**src/hdl/matrix4_inverse_cofactor_top_macros.svh**
```systemverilog
// ---------------------------------------------------------------------------
// matrix4_inverse_cofactor_top_macros
// Assertion macros used by the sequencer (m4i_ctrl) of the 4x4 matrix inverse block.
// ---------------------------------------------------------------------------
`ifndef MATRIX4_INVERSE_COFACTOR_TOP_MACROS_SVH
`define MATRIX4_INVERSE_COFACTOR_TOP_MACROS_SVH

// Clocked check, ignored while reset is asserted.
`define M4I_ASSERT(lbl, prop, msg) \
  lbl: assert property (@(posedge clk) disable iff (!rst_n) prop) else $error(msg);

// Clocked check that also holds across reset.
`define M4I_ASSERT_RST(lbl, prop, msg) \
  lbl: assert property (@(posedge clk) prop) else $error(msg);

`endif

```
**src/hdl/m4i_pkg.sv**
```systemverilog
// ---------------------------------------------------------------------------
// m4i_pkg
// Widths, command codes, controller/datapath structs and helper functions
// of the 4x4 matrix inverse block.
// ---------------------------------------------------------------------------
package m4i_pkg;

  localparam int FRAC_BITS = 16;
  localparam int WORD_BITS = 32;

  localparam int ELEM_W = 32;
  localparam int MUL_W  = 33;
  localparam int PROD_W = 2 * MUL_W;
  localparam int P_W    = 64;
  localparam int COF_W  = 98;
  localparam int ACC_W  = 132;
  localparam int NUM_W  = COF_W + 2 * FRAC_BITS;
  localparam int DIV_STEPS = NUM_W;
  localparam int DCNT_W = $clog2(DIV_STEPS + 1);
  localparam int Q_W    = 34;

  typedef logic [3:0] op_t;
  localparam op_t OP_NOP       = 4'd0;
  localparam op_t OP_LATCH_A   = 4'd1;
  localparam op_t OP_MUL_P     = 4'd2;
  localparam op_t OP_MAC_PLO   = 4'd3;
  localparam op_t OP_MAC_PHI   = 4'd4;
  localparam op_t OP_STORE_COF = 4'd5;
  localparam op_t OP_MAC_DET   = 4'd6;
  localparam op_t OP_STORE_DET = 4'd7;
  localparam op_t OP_DIV_INIT  = 4'd8;
  localparam op_t OP_DIV_STEP  = 4'd9;
  localparam op_t OP_EMIT      = 4'd10;

  typedef struct packed {
    logic       wr;
    logic [3:0] wr_addr;
    logic       latch;
    logic       clr;
    logic [3:0] rd_addr;
    op_t        op;
    logic       neg;
    logic [1:0] chunk;
    logic [3:0] cof_idx;
    logic [3:0] out_idx;
    logic       out_last;
  } cmd_t;

  typedef struct packed {
    logic [1:0] mode;
    logic       singular;
    logic       out_free;
  } sts_t;

  typedef struct packed {
    logic [3:0] a;
    logic [3:0] b;
    logic [3:0] c;
    logic       neg;
  } term_t;

  typedef struct packed {
    logic [31:0] val;
    logic        sat;
  } sat_t;

  function automatic logic [1:0] skip_idx(input logic [1:0] i, input logic [1:0] x);
    return (i < x) ? i : i + 2'd1;
  endfunction

  // One of the six products of the 3x3 minor of element k, with its sign.
  function automatic term_t cof_term(input logic [3:0] k, input logic [2:0] t);
    logic [1:0] r;
    logic [1:0] c;
    logic [1:0] p0;
    logic [1:0] p1;
    logic [1:0] p2;
    logic       ps;
    term_t      tt;
    r = k[3:2];
    c = k[1:0];
    unique case (t)
      3'd1:    begin p0 = 2'd0; p1 = 2'd2; p2 = 2'd1; ps = 1'b1; end
      3'd2:    begin p0 = 2'd1; p1 = 2'd0; p2 = 2'd2; ps = 1'b1; end
      3'd3:    begin p0 = 2'd1; p1 = 2'd2; p2 = 2'd0; ps = 1'b0; end
      3'd4:    begin p0 = 2'd2; p1 = 2'd0; p2 = 2'd1; ps = 1'b0; end
      3'd5:    begin p0 = 2'd2; p1 = 2'd1; p2 = 2'd0; ps = 1'b1; end
      default: begin p0 = 2'd0; p1 = 2'd1; p2 = 2'd2; ps = 1'b0; end
    endcase
    tt.a   = {skip_idx(2'd0, r), skip_idx(p0, c)};
    tt.b   = {skip_idx(2'd1, r), skip_idx(p1, c)};
    tt.c   = {skip_idx(2'd2, r), skip_idx(p2, c)};
    tt.neg = ps ^ r[0] ^ c[0];
    return tt;
  endfunction

  function automatic logic [ACC_W-1:0] abs_w(input logic [ACC_W-1:0] v);
    return v[ACC_W-1] ? (~v + 1'b1) : v;
  endfunction

  // Clip a signed value to the WORD_BITS range, sign-extended to 32 bits.
  function automatic sat_t sat_w(input logic [ACC_W-1:0] v);
    logic [ACC_W-1:0] hi;
    sat_t             s;
    hi = $signed(v) >>> (WORD_BITS - 1);
    if ((hi == '0) || (hi == '1)) begin
      s.val = v[31:0];
      s.sat = 1'b0;
    end else if (v[ACC_W-1]) begin
      s.val = {{(33 - WORD_BITS){1'b1}}, {(WORD_BITS - 1){1'b0}}};
      s.sat = 1'b1;
    end else begin
      s.val = {{(33 - WORD_BITS){1'b0}}, {(WORD_BITS - 1){1'b1}}};
      s.sat = 1'b1;
    end
    return s;
  endfunction

endpackage

```
**src/hdl/m4i_ctrl.sv**
```systemverilog
// ---------------------------------------------------------------------------
// m4i_ctrl
// Sequencer: loads sixteen elements, steps the cofactor, determinant,
// divide and emit phases, and issues one datapath command per cycle.
// ---------------------------------------------------------------------------
`include "matrix4_inverse_cofactor_top_macros.svh"

module m4i_ctrl (
  input  logic          clk,
  input  logic          rst_n,
  input  logic          in_valid,
  output logic          in_ready,
  input  m4i_pkg::sts_t sts,
  output m4i_pkg::cmd_t cmd
);
  import m4i_pkg::*;

  localparam logic [2:0] S_LOAD   = 3'd0;
  localparam logic [2:0] S_COF    = 3'd1;
  localparam logic [2:0] S_COFST  = 3'd2;
  localparam logic [2:0] S_DET    = 3'd3;
  localparam logic [2:0] S_DETST  = 3'd4;
  localparam logic [2:0] S_OUT    = 3'd5;
  localparam logic [2:0] S_DIV    = 3'd6;
  localparam logic [2:0] S_EMIT   = 3'd7;

  logic [2:0]        state_r, state_nxt;
  logic [3:0]        cnt_r, cnt_nxt;
  logic [3:0]        k_r, k_nxt;
  logic [2:0]        t_r, t_nxt;
  logic [2:0]        c_r, c_nxt;
  logic [DCNT_W-1:0] d_r, d_nxt;
  term_t             term;

  assign term     = cof_term(k_r, t_r);
  assign in_ready = (state_r == S_LOAD);

  always_comb begin
    state_nxt = state_r;
    cnt_nxt   = cnt_r;
    k_nxt     = k_r;
    t_nxt     = t_r;
    c_nxt     = c_r;
    d_nxt     = d_r;
    cmd       = '0;
    cmd.op    = OP_NOP;
    unique case (state_r)
      S_LOAD: begin
        if (in_valid) begin
          cmd.wr      = 1'b1;
          cmd.wr_addr = cnt_r;
          cnt_nxt     = cnt_r + 4'd1;
          if (cnt_r == 4'd15) begin
            cmd.latch = 1'b1;
            cmd.clr   = 1'b1;
            k_nxt     = 4'd0;
            t_nxt     = 3'd0;
            c_nxt     = 3'd0;
            state_nxt = S_COF;
          end
        end
      end
      S_COF: begin
        cmd.neg = term.neg;
        unique case (c_r)
          3'd0:    begin cmd.rd_addr = term.a; cmd.op = OP_NOP; end
          3'd1:    begin cmd.rd_addr = term.b; cmd.op = OP_LATCH_A; end
          3'd2:    begin cmd.rd_addr = term.c; cmd.op = OP_MUL_P; end
          3'd3:    begin cmd.rd_addr = term.c; cmd.op = OP_MAC_PLO; end
          default: begin
            cmd.rd_addr = term.c;
            cmd.op      = OP_MAC_PHI;
            cmd.chunk   = 2'd1;
          end
        endcase
        if (c_r == 3'd4) begin
          c_nxt = 3'd0;
          if (t_r == 3'd5) begin
            state_nxt = S_COFST;
          end else begin
            t_nxt = t_r + 3'd1;
          end
        end else begin
          c_nxt = c_r + 3'd1;
        end
      end
      S_COFST: begin
        cmd.op      = OP_STORE_COF;
        cmd.cof_idx = k_r;
        t_nxt       = 3'd0;
        if (k_r == 4'd15) begin
          k_nxt     = 4'd0;
          state_nxt = S_DET;
        end else begin
          k_nxt     = k_r + 4'd1;
          state_nxt = S_COF;
        end
      end
      S_DET: begin
        // Row 0 element times its cofactor, one slice (32 bits, the top one 2 bits) a cycle.
        cmd.rd_addr = k_r;
        cmd.cof_idx = k_r;
        if (c_r != 3'd0) begin
          cmd.op    = OP_MAC_DET;
          cmd.chunk = 2'(c_r - 3'd1);
        end
        if (c_r == 3'd4) begin
          c_nxt = 3'd0;
          if (k_r == 4'd3) begin
            state_nxt = S_DETST;
          end else begin
            k_nxt = k_r + 4'd1;
          end
        end else begin
          c_nxt = c_r + 3'd1;
        end
      end
      S_DETST: begin
        cmd.op    = OP_STORE_DET;
        k_nxt     = 4'd0;
        state_nxt = S_OUT;
      end
      S_OUT: begin
        cmd.cof_idx = {k_r[1:0], k_r[3:2]};
        if (!sts.mode[1] && !sts.mode[0] && !sts.singular) begin
          cmd.op    = OP_DIV_INIT;
          d_nxt     = '0;
          state_nxt = S_DIV;
        end else begin
          state_nxt = S_EMIT;
        end
      end
      S_DIV: begin
        cmd.op = OP_DIV_STEP;
        d_nxt  = d_r + 1'b1;
        if (d_r == DCNT_W'(DIV_STEPS - 1)) begin
          state_nxt = S_EMIT;
        end
      end
      default: begin
        cmd.cof_idx  = {k_r[1:0], k_r[3:2]};
        cmd.out_idx  = sts.mode[1] ? 4'd0 : k_r;
        cmd.out_last = sts.mode[1] || (k_r == 4'd15);
        if (sts.out_free) begin
          cmd.op = OP_EMIT;
          if (cmd.out_last) begin
            state_nxt = S_LOAD;
          end else begin
            k_nxt     = k_r + 4'd1;
            state_nxt = S_OUT;
          end
        end
      end
    endcase
  end

  always_ff @(posedge clk) begin
    if (!rst_n) begin
      state_r <= S_LOAD;
      cnt_r   <= 4'd0;
      k_r     <= 4'd0;
      t_r     <= 3'd0;
      c_r     <= 3'd0;
      d_r     <= '0;
    end else begin
      state_r <= state_nxt;
      cnt_r   <= cnt_nxt;
      k_r     <= k_nxt;
      t_r     <= t_nxt;
      c_r     <= c_nxt;
      d_r     <= d_nxt;
    end
  end

  `M4I_ASSERT(a_emit_free, (cmd.op == OP_EMIT) |-> sts.out_free, "emit while output held")
  `M4I_ASSERT(a_last_load, (in_valid && in_ready && cnt_r == 4'd15) |=> (state_r == S_COF), "sixteenth element did not start compute")
  `M4I_ASSERT(a_div_exit, (state_r == S_DIV) |=> (state_r == S_DIV || state_r == S_EMIT), "divider left early")
  `M4I_ASSERT_RST(a_reset, !rst_n |=> (state_r == S_LOAD && cnt_r == 4'd0), "reset did not clear sequencer")

endmodule

```
**config.mk**
```make
export PLATFORM = sky130hd
export DESIGN_NAME = m4i_ctrl
export DESIGN_NICKNAME = d
export VERILOG_FILES = /design/src/hdl/m4i_pkg.sv /design/src/hdl/m4i_ctrl.sv
export VERILOG_INCLUDE_DIRS = /design/src /design/src/hdl
export SDC_FILE = /design/constraint.sdc
export NUM_CORES = 1
export LEC_CHECK = 0
export BUFFER_PORTS_ARGS = -buffer_cell sky130_fd_sc_hd__buf_4
export CAP_MARGIN = 20
export CORE_MARGIN = 2
export CORE_UTILIZATION = 52
export DETAILED_ROUTE_END_ITERATION = 16
export PLACE_DENSITY_LB_ADDON = 0.12
export SLEW_MARGIN = 15
export SYNTH_ARGS = -nofsm -noshare
export SYNTH_HDL_FRONTEND = slang
export SYNTH_SLANG_ARGS = --single-unit
```
**constraint.sdc**
```tcl
create_clock -name clk -period 1.95 [get_ports clk]
set_clock_uncertainty 0.1 [all_clocks]
set_input_delay 0 -clock clk [delete_from_list [all_inputs] [get_ports clk]]
set_output_delay 0 -clock clk [all_outputs]
set_load 0.005 [all_outputs]
```
==> summary.md <==
| Metric | Value |
|---|---|
| Max Clk Rate | 0.440 GHz |
| GP Congestion | 0.883 |
| RSZ-0062 raised after global routing | yes |
| Core footprint | 4030 um^2 |
| Finished Cell Area | 3160 um^2 |
| Clk pin slew, worst setup/hold paths | 90 ps |
| Leading area contributor after synthesis | dfxtp_1 |
| Std cell rows | 23 |
| Die Width | 68.9 um |
| Maxcap violations | 0 |
| CTS Sinks | 25 |
| ANT nets after route | 0 |
| Drt via density | 5.85 |
| Final Worst Setup Slack | -321 ps |
| Synth top area cells | dfxtp_1 23%, ha_1 11%, o21ai_0 4.3% |
| Die Y | 68.9 um |
| Largest net degree at the start of global routing | 32 |
| Critical Path RT | ~1900 ps |
| Yosys cell types | 57 |
| Post-placement cell count | 403 |
| Flops & latches, synth | 25 |
| DR WL/cell | around 16 um |
| Starting DRT DRC Count | 161 |
| Final hold violation count | 0 |
| Period minus WS final | 2270 ps |
| Fillers | 296 |
| Run status | finished with violations |
| Initial antenna violation count | 0 |
| Slew Viols, Final | 0 |
| Synthesized instance count | 294 |
| CP Launch Type | flop |
| H-tree depth | 1 |
| Failing checks | setup timing |
| EDFF count, synth | 0 |
| WHS Path Cells | 2 |
| Netlist Area Pre-Place | about 2200 um^2 |
| HPWL after DPL | between 4000 and 5000 um |
| Asr flop ratio synth | 0 |
| Critical path type | reg2out |
| Max_slew headroom | 0.754 |
| VDD IR max | 0.000387 V |
| Total gr overflow | 0 |
| Yosys Warn Count | 0 |
| Worst hold path class | in2reg |
| Area after DPL | 2770 um^2 |
| I/O pin count | 35 |
| Root Driver | clkbuf_8 |
| Syn_area_per_cell | 7.46 um^2 |
| Final std cells w/o fill | 412 |
| Vias in the first global route | 2,153 |
| Ys flop type | dfxtp_1 |
| Most common cell in the netlist | dfxtp_1 |
| Total CTS buffers | 3 |
| Pwr dens | 276 nW/um^2 |
| Die ar. | ~4800 um^2 |
| Most frequent cells after synthesis | 25 x dfxtp_1, 23 x nand2_1, 23 x nor2_1, 19 x ha_1, 19 x o21ai_0 |
| WP data arrival | roughly 2200 ps |
| Detailed Route WL | 6400 um |
| Share of the yosys chip area belonging to registers | 0.228 |
| Initial Utilization | 0.544 |
| Post-Syn Nets | 320 |
| Post-synth top area share | 0.228 |
| First drt pass iteration count | 4 |
| # nets final | a little under 400 |
| Gr usage total | 0.267 |
| DRC Markers | 0 |
| Static leakage | 1.25 nW |
| Layout area overhead | 44.1% |
| Worst-Margin Slew | 366 ps |
| Clock Latency Late Sink | 270 ps |
| Total negative slack | -699 ps |
| Global-route wire length before repair | 9700 um |
| Deepest clock path buffer count | 2 |
| Worst Path Max Fanout | 4 |
| Final worst path period share | 1.16 |
| Port bufs | 34 |
| Setup Viol. Count Final | 6 |
| CTS tree | done |
| Via Count | 2,410 |
| CP Capture Type | output port |
| R2r worst-path depth | 6 |
| Layout cells sized above 1 | 0.403 |
| Ant. Diodes | 0 |
==> path summary, 6_finish.rpt <==
check | from | to | slack (ps)
worst min-delay path | rst_n | state_r[2] | 7
worst max-delay path | t_r[1] | cmd[17] | -320
worst max register to register | k_r[1] | state_r[2] | 0
worst min register to register | t_r[2] | t_r[2] | 410
==> worst max-delay path, cell delays in order (launching register included) <==
cell and delay (ps):
dfxtp_4 370, ha_4 160, ha_4 150, or4_4 490, o31ai_4 80, nor2b_2 170
o21ai_1 70, a221oi_2 250, buf_4 160
==> power breakdown <==
| part | switching, W | internal, W |
|---|---|---|
| clock network | 0.000161 | 0.000143 |
| logic | 0.0000276 | 0.0000272 |
| registers | 0.00000355 | 0.000508 |
| total | 0.000193 | 0.000678 |
==> per-stage QoR <==
stage	hold WS [ps]	setup slack, ps	total power (W)	utilization
after floorplan	-65.8	5.78	0.000556	-
after global placement	221	-62.4	0.000582	0.688
after detailed placement	223	-143	0.000584	0.688
after CTS	3.28	-375	0.000885	0.724
after global routing	12.0	-393	0.000904	0.784
final	7.08	-321	0.000871	0.784
==> final cells by class <==
class | instances | area (um^2) | area share
Multi-Input combinational cell | 236 | 1830 | 0.579
Timing Repair Buffer | 83 | 642 | 0.203
Sequential cell | 25 | 523 | 0.166
Tap cell | 50 | 62.6 | 0.0198
Inverter | 14 | 55.1 | 0.0174
Clock buffer | 3 | 41.3 | 0.0131
Clock inverter | 1 | 5.00 | 0.00158
==> per-layer routing <==
metal / track usage / up-vias / share of wire
met4: 0.0760 / 0 / 0.017
li1: - / 1201 / -
met2: 0.489 / 83 / 0.49
met3: 0.0211 / 12 / 0.052
met1: 0.333 / 1114 / 0.44
met5: 0 / - / 0
==> cells in the final DEF (no fill, tap or decap), types with 4 or more instances in the layout <==
cell type	synthesis	final
nor3_2	1	4
mux2i_1	7	7
nand2b_1	6	5
ha_4	0	10
a21oi_2	1	5
buf_4	1	78
buf_6	0	5
a31oi_1	6	5
nand2_1	23	22
a21oi_1	18	14
dfxtp_4	0	5
nor2_1	23	21
nor3_1	8	5
nor2b_1	14	11
nand3_1	16	16
and2_1	8	8
ha_2	0	4
xnor2_1	5	5
inv_1	14	12
o21ai_0	19	16
dfxtp_1	25	17
and3_1	7	7
ha_1	19	5
==> flip-flops by register name (all words and copies together), names as in the netlist <==
name	cells
cnt_r	4
t_r	3
k_r	4
c_r	3
state_r	3
d_r	8
==> cell families after synthesis <==
group	after synthesis	synth area share
adder cells (fa/ha/maj)	19	0.108
AND/OR/NAND/NOR	127	0.317
XOR/XNOR	7	0.0280
multiplexers	7	0.0320
flip-flops	25	0.228
buffers and inverters	33	0.0616
AO/OA/AOI/OAI	76	0.224
==> timing repair <==
action	CTS	global route
endpoints found under the setup margin	8	16
gates resized for setup	22	51
setup buffers	2	3
hold buffers	0	0
pin swaps	5	23
gates cloned	0	0
No activity file was read; power rests on OpenSTA's default activity.
